`config.mk`:
```
export PLATFORM = sky130hd
export DESIGN_NAME = drive_fault_and_speed_monitor
export DESIGN_NICKNAME = d
export VERILOG_FILES = /design/src/rtl/core/dfsm_pkg.sv /design/src/rtl/core/dfsm_cfg_regs.sv /design/src/rtl/core/dfsm_step.sv /design/src/rtl/core/drive_fault_and_speed_monitor.sv
export SDC_FILE = /design/constraint.sdc
export NUM_CORES = 1
export LEC_CHECK = 0
export BUFFER_PORTS_ARGS = -buffer_cell sky130_fd_sc_hd__buf_2
export CORE_MARGIN = 3
export CORE_UTILIZATION = 64
export DETAILED_ROUTE_END_ITERATION = 7
export PLACE_DENSITY = 0.9
export RECOVER_POWER = 50
export SLEW_MARGIN = 10
export SYNTH_ARGS = -nofsm -noshare
export SYNTH_HDL_FRONTEND = slang
export SYNTH_HIERARCHICAL = 1
export SYNTH_SLANG_ARGS = --single-unit
export TNS_END_PERCENT = 20
```
`constraint.sdc`:
```
create_clock -name clk -period 5.5 [get_ports clk]
set_clock_uncertainty 0.2 [all_clocks]
set_input_delay 1.1 -clock clk [delete_from_list [all_inputs] [get_ports clk]]
set_output_delay 1.1 -clock clk [all_outputs]
set_load 0.02 [all_outputs]
```
`src/rtl/core/dfsm_pkg.sv`:
```
`timescale 1ns / 1ps
`default_nettype none
// ----------------------------------------------------------------------------
// dfsm_pkg
// Shared types and constants for the drive fault and speed monitor.
// ----------------------------------------------------------------------------
package dfsm_pkg;

  localparam int unsigned VW = 10;  // sample and limit width
  localparam int unsigned FW = 6;   // frequency width
  localparam int unsigned CW = 3;   // config index width

  localparam logic [3:0]    LOW_TRIP  = 4'd10;
  localparam logic [2:0]    HIGH_TRIP = 3'd4;
  localparam logic [FW-1:0] FREQ_MIN  = 6'd5;
  localparam logic [FW-1:0] FREQ_MAX  = 6'd55;

  // config register indexes
  localparam logic [CW-1:0] REG_LOW_LIMIT  = 3'd0;
  localparam logic [CW-1:0] REG_XLOW_LIMIT = 3'd1;
  localparam logic [CW-1:0] REG_HIGH_LIMIT = 3'd2;
  localparam logic [CW-1:0] REG_CUR_LIMIT  = 3'd3;

  localparam logic [VW-1:0] LOW_LIMIT_RST  = 10'd300;
  localparam logic [VW-1:0] XLOW_LIMIT_RST = 10'd200;
  localparam logic [VW-1:0] HIGH_LIMIT_RST = 10'd900;
  localparam logic [VW-1:0] CUR_LIMIT_RST  = 10'd900;

  // error codes
  localparam logic [2:0] ERR_NONE    = 3'd0;
  localparam logic [2:0] ERR_BUS     = 3'd1;
  localparam logic [2:0] ERR_SHORT   = 3'd2;
  localparam logic [2:0] ERR_XLOW    = 3'd3;
  localparam logic [2:0] ERR_CURRENT = 3'd4;

  typedef enum logic [2:0] {
    FUNC_VOLT    = 3'd0,
    FUNC_CURRENT = 3'd1,
    FUNC_SHORT   = 3'd2,
    FUNC_LOGIC   = 3'd3,
    FUNC_BUTTONS = 3'd4
  } func_t;

  typedef struct packed {
    logic [VW-1:0] low_limit;
    logic [VW-1:0] xlow_limit;
    logic [VW-1:0] high_limit;
    logic [VW-1:0] cur_limit;
  } cfg_t;

  typedef struct packed {
    logic [2:0]    func;
    logic [VW-1:0] bus_voltage;
    logic [VW-1:0] bus_current;
    logic          short_pin;
    logic          logic_pin;
    logic          up_button_n;
    logic          down_button_n;
    logic          start_button_n;
    logic          mode_pin;
  } item_t;

  typedef struct packed {
    logic [3:0]    low_count;
    logic [1:0]    high_count;
    logic          f_low;
    logic          f_xlow;
    logic          f_high;
    logic          f_cur;
    logic          f_short_latch;
    logic          f_short;
    logic          f_logic;
    logic [2:0]    error_reg;
    logic          lamp;
    logic [FW-1:0] set_frequency;
    logic          run_flag;
    logic          auto_mode;
  } state_t;

endpackage
`default_nettype wire

```
`src/rtl/core/dfsm_cfg_regs.sv`:
```
`timescale 1ns / 1ps
`default_nettype none
// ----------------------------------------------------------------------------
// dfsm_cfg_regs
// Threshold register file, written through the plain write port.
// ----------------------------------------------------------------------------
module dfsm_cfg_regs
  import dfsm_pkg::*;
(
  input  wire logic          clk,
  input  wire logic          rst,
  input  wire logic          cfg_we,
  input  wire logic [CW-1:0] cfg_index,
  input  wire logic [VW-1:0] cfg_data,
  output cfg_t               cfg
);

  always_ff @(posedge clk) begin
    if (rst) begin
      cfg.low_limit  <= LOW_LIMIT_RST;
      cfg.xlow_limit <= XLOW_LIMIT_RST;
      cfg.high_limit <= HIGH_LIMIT_RST;
      cfg.cur_limit  <= CUR_LIMIT_RST;
    end else if (cfg_we) begin
      case (cfg_index)
        REG_LOW_LIMIT:  cfg.low_limit  <= cfg_data;
        REG_XLOW_LIMIT: cfg.xlow_limit <= cfg_data;
        REG_HIGH_LIMIT: cfg.high_limit <= cfg_data;
        REG_CUR_LIMIT:  cfg.cur_limit  <= cfg_data;
        default: ;  // unmapped index, dropped
      endcase
    end
  end

endmodule
`default_nettype wire

```
`src/rtl/core/dfsm_step.sv`:
```
`timescale 1ns / 1ps
`default_nettype none
// ----------------------------------------------------------------------------
// dfsm_step
// Next-state logic for one check word: voltage qualification, direct fault
// compares and the manual frequency / start buttons.
// ----------------------------------------------------------------------------
module dfsm_step
  import dfsm_pkg::*;
(
  input  wire cfg_t   cfg,
  input  wire item_t  item,
  input  wire state_t st,
  output state_t      st_next,
  output logic        strobe
);

  logic          lc, xc, hc;
  logic [4:0]    low_inc;
  logic [2:0]    high_inc;
  logic [FW:0]   freq_inc;
  logic [FW-1:0] freq;

  always_comb begin
    st_next  = st;
    strobe   = 1'b0;
    lc       = item.bus_voltage <= cfg.low_limit;
    xc       = item.bus_voltage <= cfg.xlow_limit;
    hc       = item.bus_voltage >= cfg.high_limit;
    low_inc  = {1'b0, st.low_count} + 5'd1;
    high_inc = {1'b0, st.high_count} + 3'd1;
    freq_inc = {1'b0, st.set_frequency} + 7'd1;
    freq     = st.set_frequency;

    case (item.func)
      FUNC_VOLT: begin
        // lamp and error code follow the check order, last write wins
        if (lc) begin
          if (low_inc >= {1'b0, LOW_TRIP}) begin
            st_next.low_count = 4'd0;
            st_next.f_low     = 1'b1;
            st_next.error_reg = ERR_BUS;
            st_next.lamp      = ~st_next.lamp;
          end else begin
            st_next.low_count = low_inc[3:0];
          end
        end else begin
          st_next.f_low     = 1'b0;
          st_next.low_count = 4'd0;
          st_next.lamp      = 1'b0;
        end
        if (xc) begin
          st_next.f_xlow    = 1'b1;
          st_next.error_reg = ERR_XLOW;
          st_next.lamp      = ~st_next.lamp;
        end else begin
          st_next.f_xlow = 1'b0;
          st_next.lamp   = 1'b0;
        end
        if (hc) begin
          if (high_inc >= HIGH_TRIP) begin
            st_next.high_count = 2'd0;
            st_next.f_high     = 1'b1;
            st_next.error_reg  = ERR_BUS;
            st_next.lamp       = ~st_next.lamp;
          end else begin
            st_next.high_count = high_inc[1:0];
          end
        end else begin
          st_next.f_high     = 1'b0;
          st_next.high_count = 2'd0;
          st_next.lamp       = 1'b0;
        end
        if (item.short_pin) begin
          st_next.error_reg     = ERR_SHORT;
          st_next.f_short_latch = 1'b1;
          st_next.lamp          = ~st_next.lamp;
        end
      end
      FUNC_CURRENT: begin
        if (item.bus_current >= cfg.cur_limit) begin
          st_next.f_cur     = 1'b1;
          st_next.error_reg = ERR_CURRENT;
          st_next.lamp      = ~st.lamp;
        end else begin
          st_next.f_cur = 1'b0;
          st_next.lamp  = 1'b0;
        end
      end
      FUNC_SHORT: begin
        if (item.short_pin) begin
          st_next.f_short   = 1'b1;
          st_next.error_reg = ERR_SHORT;
          st_next.lamp      = ~st.lamp;
        end else begin
          st_next.f_short = 1'b0;
          st_next.lamp    = 1'b0;
        end
      end
      FUNC_LOGIC: begin
        if (item.logic_pin) begin
          st_next.f_logic = 1'b1;
          st_next.lamp    = ~st.lamp;
        end else begin
          st_next.f_logic = 1'b0;
          st_next.lamp    = 1'b0;
        end
      end
      FUNC_BUTTONS: begin
        // button logic sees the old mode; mode is sampled afterwards
        if (!item.up_button_n && item.start_button_n && !st.auto_mode) begin
          freq   = (freq_inc >= {1'b0, FREQ_MAX}) ? FREQ_MAX : freq_inc[FW-1:0];
          strobe = 1'b1;
        end
        if (!item.down_button_n && !st.auto_mode) begin
          freq   = (freq <= FREQ_MIN + 6'd1) ? FREQ_MIN : freq - 6'd1;
          strobe = 1'b1;
        end
        st_next.set_frequency = freq;
        if (!st.auto_mode && !item.start_button_n && !item.up_button_n &&
            !st.f_low && !st.f_high && !st.f_cur && !st.run_flag) begin
          st_next.run_flag = 1'b1;
          strobe           = 1'b1;
        end
        st_next.auto_mode = item.mode_pin;
      end
      default: ;  // unused check code, state held
    endcase
  end

endmodule
`default_nettype wire

```
`src/rtl/core/drive_fault_and_speed_monitor.sv`:
```
`timescale 1ns / 1ps
`default_nettype none
// ----------------------------------------------------------------------------
// drive_fault_and_speed_monitor
// Motor-drive supervisor: bus voltage qualification, fault flags, fault lamp,
// manual frequency buttons and start.
// ----------------------------------------------------------------------------
// One check word in, one status word out. A word is captured in an input
// register, then evaluated combinationally against the supervisor state and
// written to the output register together with the updated state. A new word
// is taken every cycle as long as the output side keeps up. Thresholds come
// from four 10-bit registers on the write port; write them only while no word
// is in flight.
module drive_fault_and_speed_monitor
  import dfsm_pkg::*;
(
  input  wire logic          clk,
  input  wire logic          rst,

  input  wire logic          cfg_we,
  input  wire logic [CW-1:0] cfg_index,
  input  wire logic [VW-1:0] cfg_data,

  input  wire logic          in_valid,
  output logic               in_ready,
  input  wire logic [2:0]    func,
  input  wire logic [VW-1:0] bus_voltage,
  input  wire logic [VW-1:0] bus_current,
  input  wire logic          short_pin,
  input  wire logic          logic_pin,
  input  wire logic          up_button_n,
  input  wire logic          down_button_n,
  input  wire logic          start_button_n,
  input  wire logic          mode_pin,

  output logic               out_valid,
  input  wire logic          out_ready,
  output logic               low_fault,
  output logic               extreme_low_fault,
  output logic               high_fault,
  output logic               current_fault,
  output logic               short_latched,
  output logic               short_fault,
  output logic               logic_fault,
  output logic [2:0]         error_code,
  output logic               indicator,
  output logic [FW-1:0]      frequency,
  output logic               running,
  output logic               recompute
);

  cfg_t   cfg;
  item_t  s1_item;
  logic   s1_valid;
  logic   s2_adv;
  state_t st, st_next;
  logic   strobe;

  dfsm_cfg_regs u_cfg (
    .clk       (clk),
    .rst       (rst),
    .cfg_we    (cfg_we),
    .cfg_index (cfg_index),
    .cfg_data  (cfg_data),
    .cfg       (cfg)
  );

  dfsm_step u_step (
    .cfg     (cfg),
    .item    (s1_item),
    .st      (st),
    .st_next (st_next),
    .strobe  (strobe)
  );

  assign s2_adv   = s1_valid && (!out_valid || out_ready);
  assign in_ready = !s1_valid || s2_adv;

  // input register
  always_ff @(posedge clk) begin
    if (rst) begin
      s1_valid <= 1'b0;
    end else if (in_ready) begin
      s1_valid <= in_valid;
    end
  end

  always_ff @(posedge clk) begin
    if (in_ready && in_valid) begin
      s1_item <= '{func, bus_voltage, bus_current, short_pin, logic_pin,
                   up_button_n, down_button_n, start_button_n, mode_pin};
    end
  end

  // supervisor state, updated as the word moves to the output register
  always_ff @(posedge clk) begin
    if (rst) begin
      st <= '{low_count: 4'd0, high_count: 2'd0, f_low: 1'b0, f_xlow: 1'b0,
              f_high: 1'b0, f_cur: 1'b0, f_short_latch: 1'b0, f_short: 1'b0,
              f_logic: 1'b0, error_reg: ERR_NONE, lamp: 1'b0,
              set_frequency: FREQ_MIN, run_flag: 1'b0, auto_mode: 1'b1};
    end else if (s2_adv) begin
      st <= st_next;
    end
  end

  always_ff @(posedge clk) begin
    if (rst) begin
      out_valid <= 1'b0;
    end else if (s2_adv) begin
      out_valid <= 1'b1;
    end else if (out_ready) begin
      out_valid <= 1'b0;
    end
  end

  always_ff @(posedge clk) begin
    if (s2_adv) begin
      low_fault         <= st_next.f_low;
      extreme_low_fault <= st_next.f_xlow;
      high_fault        <= st_next.f_high;
      current_fault     <= st_next.f_cur;
      short_latched     <= st_next.f_short_latch;
      short_fault       <= st_next.f_short;
      logic_fault       <= st_next.f_logic;
      error_code        <= st_next.error_reg;
      indicator         <= st_next.lamp;
      frequency         <= st_next.set_frequency;
      running           <= st_next.run_flag;
      recompute         <= strobe;
    end
  end

  // stall only when both stages hold a word the sink has not taken
  a_stall_full: assert property (@(posedge clk) disable iff (rst)
    !in_ready |-> (s1_valid && out_valid && !out_ready))
    else $error("input stalled without a full pipe");

  a_freq_range: assert property (@(posedge clk) disable iff (rst)
    (st.set_frequency >= FREQ_MIN) && (st.set_frequency <= FREQ_MAX))
    else $error("set frequency out of range");

  a_low_count: assert property (@(posedge clk) disable iff (rst)
    st.low_count < LOW_TRIP)
    else $error("low count past trip level");

  a_out_drain: assert property (@(posedge clk) disable iff (rst)
    (out_valid && out_ready && !s2_adv) |=> !out_valid)
    else $error("output word repeated");

  a_run_sticky: assert property (@(posedge clk) disable iff (rst)
    $past(st.run_flag) |-> st.run_flag)
    else $error("running flag dropped");

endmodule
`default_nettype wire

```
Word level (Yosys, flattened, before mapping). Index checks and enable logic that the tools add are counted. Widths: inputs -> output; s select.

Logic and storage cells: 147. Output and inout port bits: 21. Bits of input ports: 47. Bits in registers: 115.

$lt $le $gt $ge: 8. Reductions and logical operators: 32. Mux-type cells: 51. Bitwise logic cells: 4. Equality and inequality tests: 7. $add $sub $neg: 4.

Operators with widths (count): $mux 6 (5); $mux 1 (28); $mux 4 (7); $ge 10x10->1 (2); $le 10x10->1 (2); $mux 3 (6); $eq 3x2->1 const B (4); $reduce_and 2->1 (6); $logic_and 1x1->1 (11); $logic_not 1->1 (10); $pmux 3 s3 (1); $mux 8 (1); $add 6x1->7 const B (1); $ge 7x6->1 const B (1); $eq 3x1->1 const B (2); $le 6x3->1 const B (1); $logic_not 3->1 (2); $sub 6x1->6 const B (1); $add 4x1->5 const B (1); $ge 5x4->1 const B (1); $mux 2 (2); $not 1->1 (4); $pmux 1 s4 (1); $add 2x1->3 const B (1); other kinds (4) (5).

Depth between registers and ports, before layout.
Depth after elaboration: 17. Depth in mapped cells: 12. Depth with buffers taken out: 11.

By module. The synthesis kept the hierarchy.

By module, submodules not included: drive_fault_and_speed_monitor (instances 1, sequential area each 1981.9 um^2, area each 2630.0 um^2, cells an instance 166); dfsm_step (instances 1, sequential area each 0.0 um^2, area each 2207.1 um^2, cells an instance 318); dfsm_cfg_regs (instances 1, sequential area each 800.8 um^2, area each 1634.1 um^2, cells an instance 155).

Worst setup path after synthesis. Ideal clock, no wire load.

Path kind: in2reg. Start: input out_ready. End: register s1_item[0] (netlist name), enable pin. Arrival: 2.602 ns. Path buffers: 0. Data required time: 4.875 ns. Setup time: 0.425 ns. Setup slack: 2.273 ns. Stages: 2. Path through: nor2b_4 -> a21oi_1.

Word-level cells in the longest chain between the ends: 4.

RTL lines: start: declaration (line drive_fault_and_speed_monitor.sv:37) `input wire logic out_ready,`; $logic_or 1x1->1 (line drive_fault_and_speed_monitor.sv:76) `assign s2_adv = s1_valid && (!out_valid || out_ready);`; $logic_and 1x1->1 (line drive_fault_and_speed_monitor.sv:76); $logic_or 1x1->1 (line drive_fault_and_speed_monitor.sv:77) `assign in_ready = !s1_valid || s2_adv;`; $logic_and 1x1->1 (line drive_fault_and_speed_monitor.sv:89) `if (in_ready && in_valid) begin`; end signal: assignment (line drive_fault_and_speed_monitor.sv:90) `s1_item <= '{func, bus_voltage, bus_current, short_pin, logic_pin,`; end: declaration (line drive_fault_and_speed_monitor.sv:53) `item_t s1_item;`.

No other way between the ends. A chain may end at the register's enable or synchronous reset.

Worst setup path after layout.
Start: input out_ready. End: register s1_item[5] (netlist name), enable pin.

The elaborated chain is that of the path after synthesis.

==> out/metrics.yaml <==
run_status:
  status: "finished, violations left"
  violations: "max-capacitance violations, max-slew violations"
yosys:
  yosysSeqAreaShare_pct: 43.0
  yosysUniqueCellTypes: 73
  yosysWarnings: 6
  syn_nets: 731
  avgSynthCellArea_um2: 10.1
  ys_ff_latch: 115
  synth_edf_count: 48
  syn_inst: 639
  synthFlopType: "dfxtp_1"
  syn_area_um2: 6470
  async_flop_share_pct: 0
final_layout:
  nets: 789
  diodes: 0
  fill_cells: 706
  drive_gt1_share_pct: 16.3
  final_area_um2: 7390
  syn_to_final_growth_pct: 14.2
sta:
  setup_viol_count_final: 0
  rsz0062_at_grt: "false"
  fin_crit_ps: 3570
  hold_viol: 0
  worst_pin_slew_ps: 2920
  finalMaxSlewViolations: 117
  max_freq_mhz: 280
  slew-limit-headroom_pct: -94.5
  fin_crit_sh_pct: 64.8
  tns_ps: 0
clock_network:
  worstSkewPairLatency_ps: 530
  cts-resized-gates: 0
  path_clk_slew_ps: 60
  cts-root-buf: "clkbuf_8"
  cts.sinks: 115
  cts_tree: "built"
  post-cts-setup-buffers: 0
  holdBufCountCts: 0
  cts-buffers-inserted: 17
  cts_max_level: 4
  cts.path.max_buffers: 2
floorplanning:
  start_util_pct: 65.9
  num_rows: 36
  io_pins: 68
  chipHeight_um: 107
  fp.dieW_um: 107
  core_area_um2: 9820
  dieArea_um2: 11400
drt:
  wirelength_um: 14300
  drt_iter0_markers: 294
  first_pass_iters: 5
  viasPerCell: 5.82
  wl_per_cell_um: 16.9
  drcViolationCount: 0
  vias: 4907
  drtAntennaViolNets: 0
power_and_ir_drop:
  power_density_nw_per_um2: 292
  p_leak_nw: 3.11
  ir_worst_vdd_v: 0.000320
global_route:
  grt_pass1_vias: 4734
  grt_max_degree: 71
  grt.busiest_layer: "met2"
  grt_pass1_wl_um: 22700
  use_met3_pct: 7.83
  grtUsageTotal_pct: 25.8
  use_met1_pct: 32.9
  grt-ovfl-total: 0
  grt_antenna_before_repair: 0
  use_met2_pct: 41.6
placed_design:
  placed_cell_area_um2: 6850
  place_congestion: 0.898
  port-buffer-count: 67
  hpwl_um: 9890
worst_setup_path:
  cp.required_ps: 5370
  cp-start-kind: "primary input"
  cp-end-kind: "register"
  cp.arrival_ps: 3440
  crit_fanout: 29
  path_class: "primary input to register"
job:
  cap_viol_max_count: 3
worst_hold_path:
  min_path_type: "register to register"
-- report_power, final --
group          total, mW  switching, mW  internal (mW)
Combinational      0.173         0.0995         0.0732
Clock               1.05          0.408          0.640
Sequential         0.938         0.0193          0.919
-- per-layer routing --
layer | wire length, um | share of wire (%)
met3 | 873 | 6.1
met2 | 6740 | 47
met5 | 0 | 0
met1 | 6390 | 45
met4 | 281 | 2.0
-- final cells by class --
cell class	count	area, um2	share of cell area, %
Sequential cell	115	2780	37.7
Tap cell	133	166	2.25
Clock buffer	21	493	6.67
Inverter	48	180	2.44
Clock inverter	11	88.8	1.20
Timing Repair Buffer	71	359	4.86
Multi-Input combinational cell	444	3320	44.9
-- state kept, by name (all words and copies together), names as in the netlist --
| register | flops |
|---|---|
| s1_valid | 1 |
| indicator | 1 |
| error_code | 3 |
| current_fault | 1 |
| u_cfg/cfg | 40 |
| short_fault | 1 |
| extreme_low_fault | 1 |
| running | 1 |
| frequency | 6 |
| st | 25 |
| high_fault | 1 |
| low_fault | 1 |
| out_valid | 1 |
| recompute | 1 |
| short_latched | 1 |
| s1_item | 29 |
| logic_fault | 1 |
-- synth_stat cells (2+ instances only) --
| library cell | count | share of area [%] |
|---|---|---|
| or3b_1 | 2 | 0.27 |
| a21oi_1 | 18 | 1.4 |
| ha_1 | 45 | 8.7 |
| nand4_1 | 4 | 0.39 |
| dfxtp_1 | 67 | 21 |
| inv_1 | 47 | 2.7 |
| nor3b_1 | 3 | 0.35 |
| nand2_1 | 29 | 1.7 |
| mux2i_1 | 67 | 10 |
| a21oi_2 | 3 | 0.41 |
| xor2_1 | 2 | 0.27 |
| nand4bb_1 | 3 | 0.52 |
| clkbuf_1 | 17 | 0.99 |
| a211oi_1 | 5 | 0.58 |
| a31oi_1 | 7 | 0.68 |
| nor2_1 | 51 | 3.0 |
| nor4b_2 | 2 | 0.46 |
| nor4_1 | 5 | 0.48 |
| xnor2_1 | 3 | 0.41 |
| a221o_1 | 2 | 0.31 |
| or3_1 | 4 | 0.39 |
| a2111oi_0 | 2 | 0.27 |
| o211ai_1 | 2 | 0.23 |
| nand4b_1 | 2 | 0.27 |
| a22oi_1 | 2 | 0.23 |
| o21ai_0 | 15 | 1.2 |
| and3_1 | 3 | 0.29 |
| mux2_2 | 2 | 0.35 |
| buf_4 | 4 | 0.46 |
| a21o_1 | 6 | 0.70 |
| o21a_1 | 7 | 0.81 |
| buf_6 | 4 | 0.70 |
| o21ai_1 | 3 | 0.23 |
| nor3_1 | 7 | 0.54 |
| nand3_1 | 11 | 0.85 |
| edfxtp_1 | 48 | 22 |
| o31ai_1 | 2 | 0.23 |
| o41ai_4 | 2 | 0.85 |
| buf_2 | 6 | 0.46 |
| a22o_1 | 5 | 0.68 |
| nand2b_1 | 88 | 8.5 |
-- critical path: stages --
cell	delay [ps]
clkbuf_1	80
nor2b_1	70
a21oi_1	2180
-- logic make-up (layout without fill, tap and decap cells) --
group	after synthesis	in the layout	synth area share, %
adder cells (fa/ha/maj)	45	45	8.70
buffers and inverters	80	151	5.55
flip-flops	115	115	43.0
multiplexers	69	69	10.7
AND/OR/NAND/NOR	228	228	20.1
AO/OA/AOI/OAI	97	97	11.3
XOR/XNOR	5	5	0.677
-- cells in the final DEF, fill, tap and decap left out, types with 5 or more instances in the layout --
cell type / instances
edfxtp_1: 48
clkbuf_16: 19
clkinv_4: 6
buf_2: 65
o21a_1: 7
ha_1: 45
a22o_1: 5
a211oi_1: 5
inv_1: 47
dfxtp_1: 67
o21ai_0: 15
a21o_1: 6
nor4_1: 5
a31oi_1: 7
nor2_1: 51
a21oi_1: 18
nor3_1: 7
mux2i_1: 67
nand3_1: 11
nand2b_1: 88
nand2_1: 29
-- through the flow --
step | hold WS, ps | setup slack, ps | utilization (%) | std cells | total power, mW
2_1_floorplan | 244 | 2270 | - | 639 | 1.07
3_3_place_gp | 255 | 2420 | 69.7 | 811 | 1.12
3_5_place_dp | 268 | 2330 | 69.7 | 811 | 1.13
4_1_cts | 286 | 2310 | 75.6 | 843 | 2.17
5_1_grt | 304 | 1630 | 75.3 | 843 | 2.24
6_report | 284 | 1930 | 75.3 | 843 | 2.16
-- path summary, 6_finish.rpt --
| check | startpoint | end | slack, ps | cells after the start |
|---|---|---|---|---|
| worst min register to register | u_cfg/cfg[22]$_SDFFE_PP0P_ | u_cfg/cfg[22]$_SDFFE_PP0P_ | 280 | 2 |
| worst max register to register | s1_item[3]$_DFFE_PP_ | st[3]$_SDFFE_PP0P_ | 2060 | 9 |
| worst min-delay path | u_cfg/cfg[22]$_SDFFE_PP0P_ | u_cfg/cfg[22]$_SDFFE_PP0P_ | 280 | 2 |
| worst max-delay path | out_ready | s1_item[5]$_DFFE_PP_ | 1930 | 3 |
(Power assumes the default switching activity.)
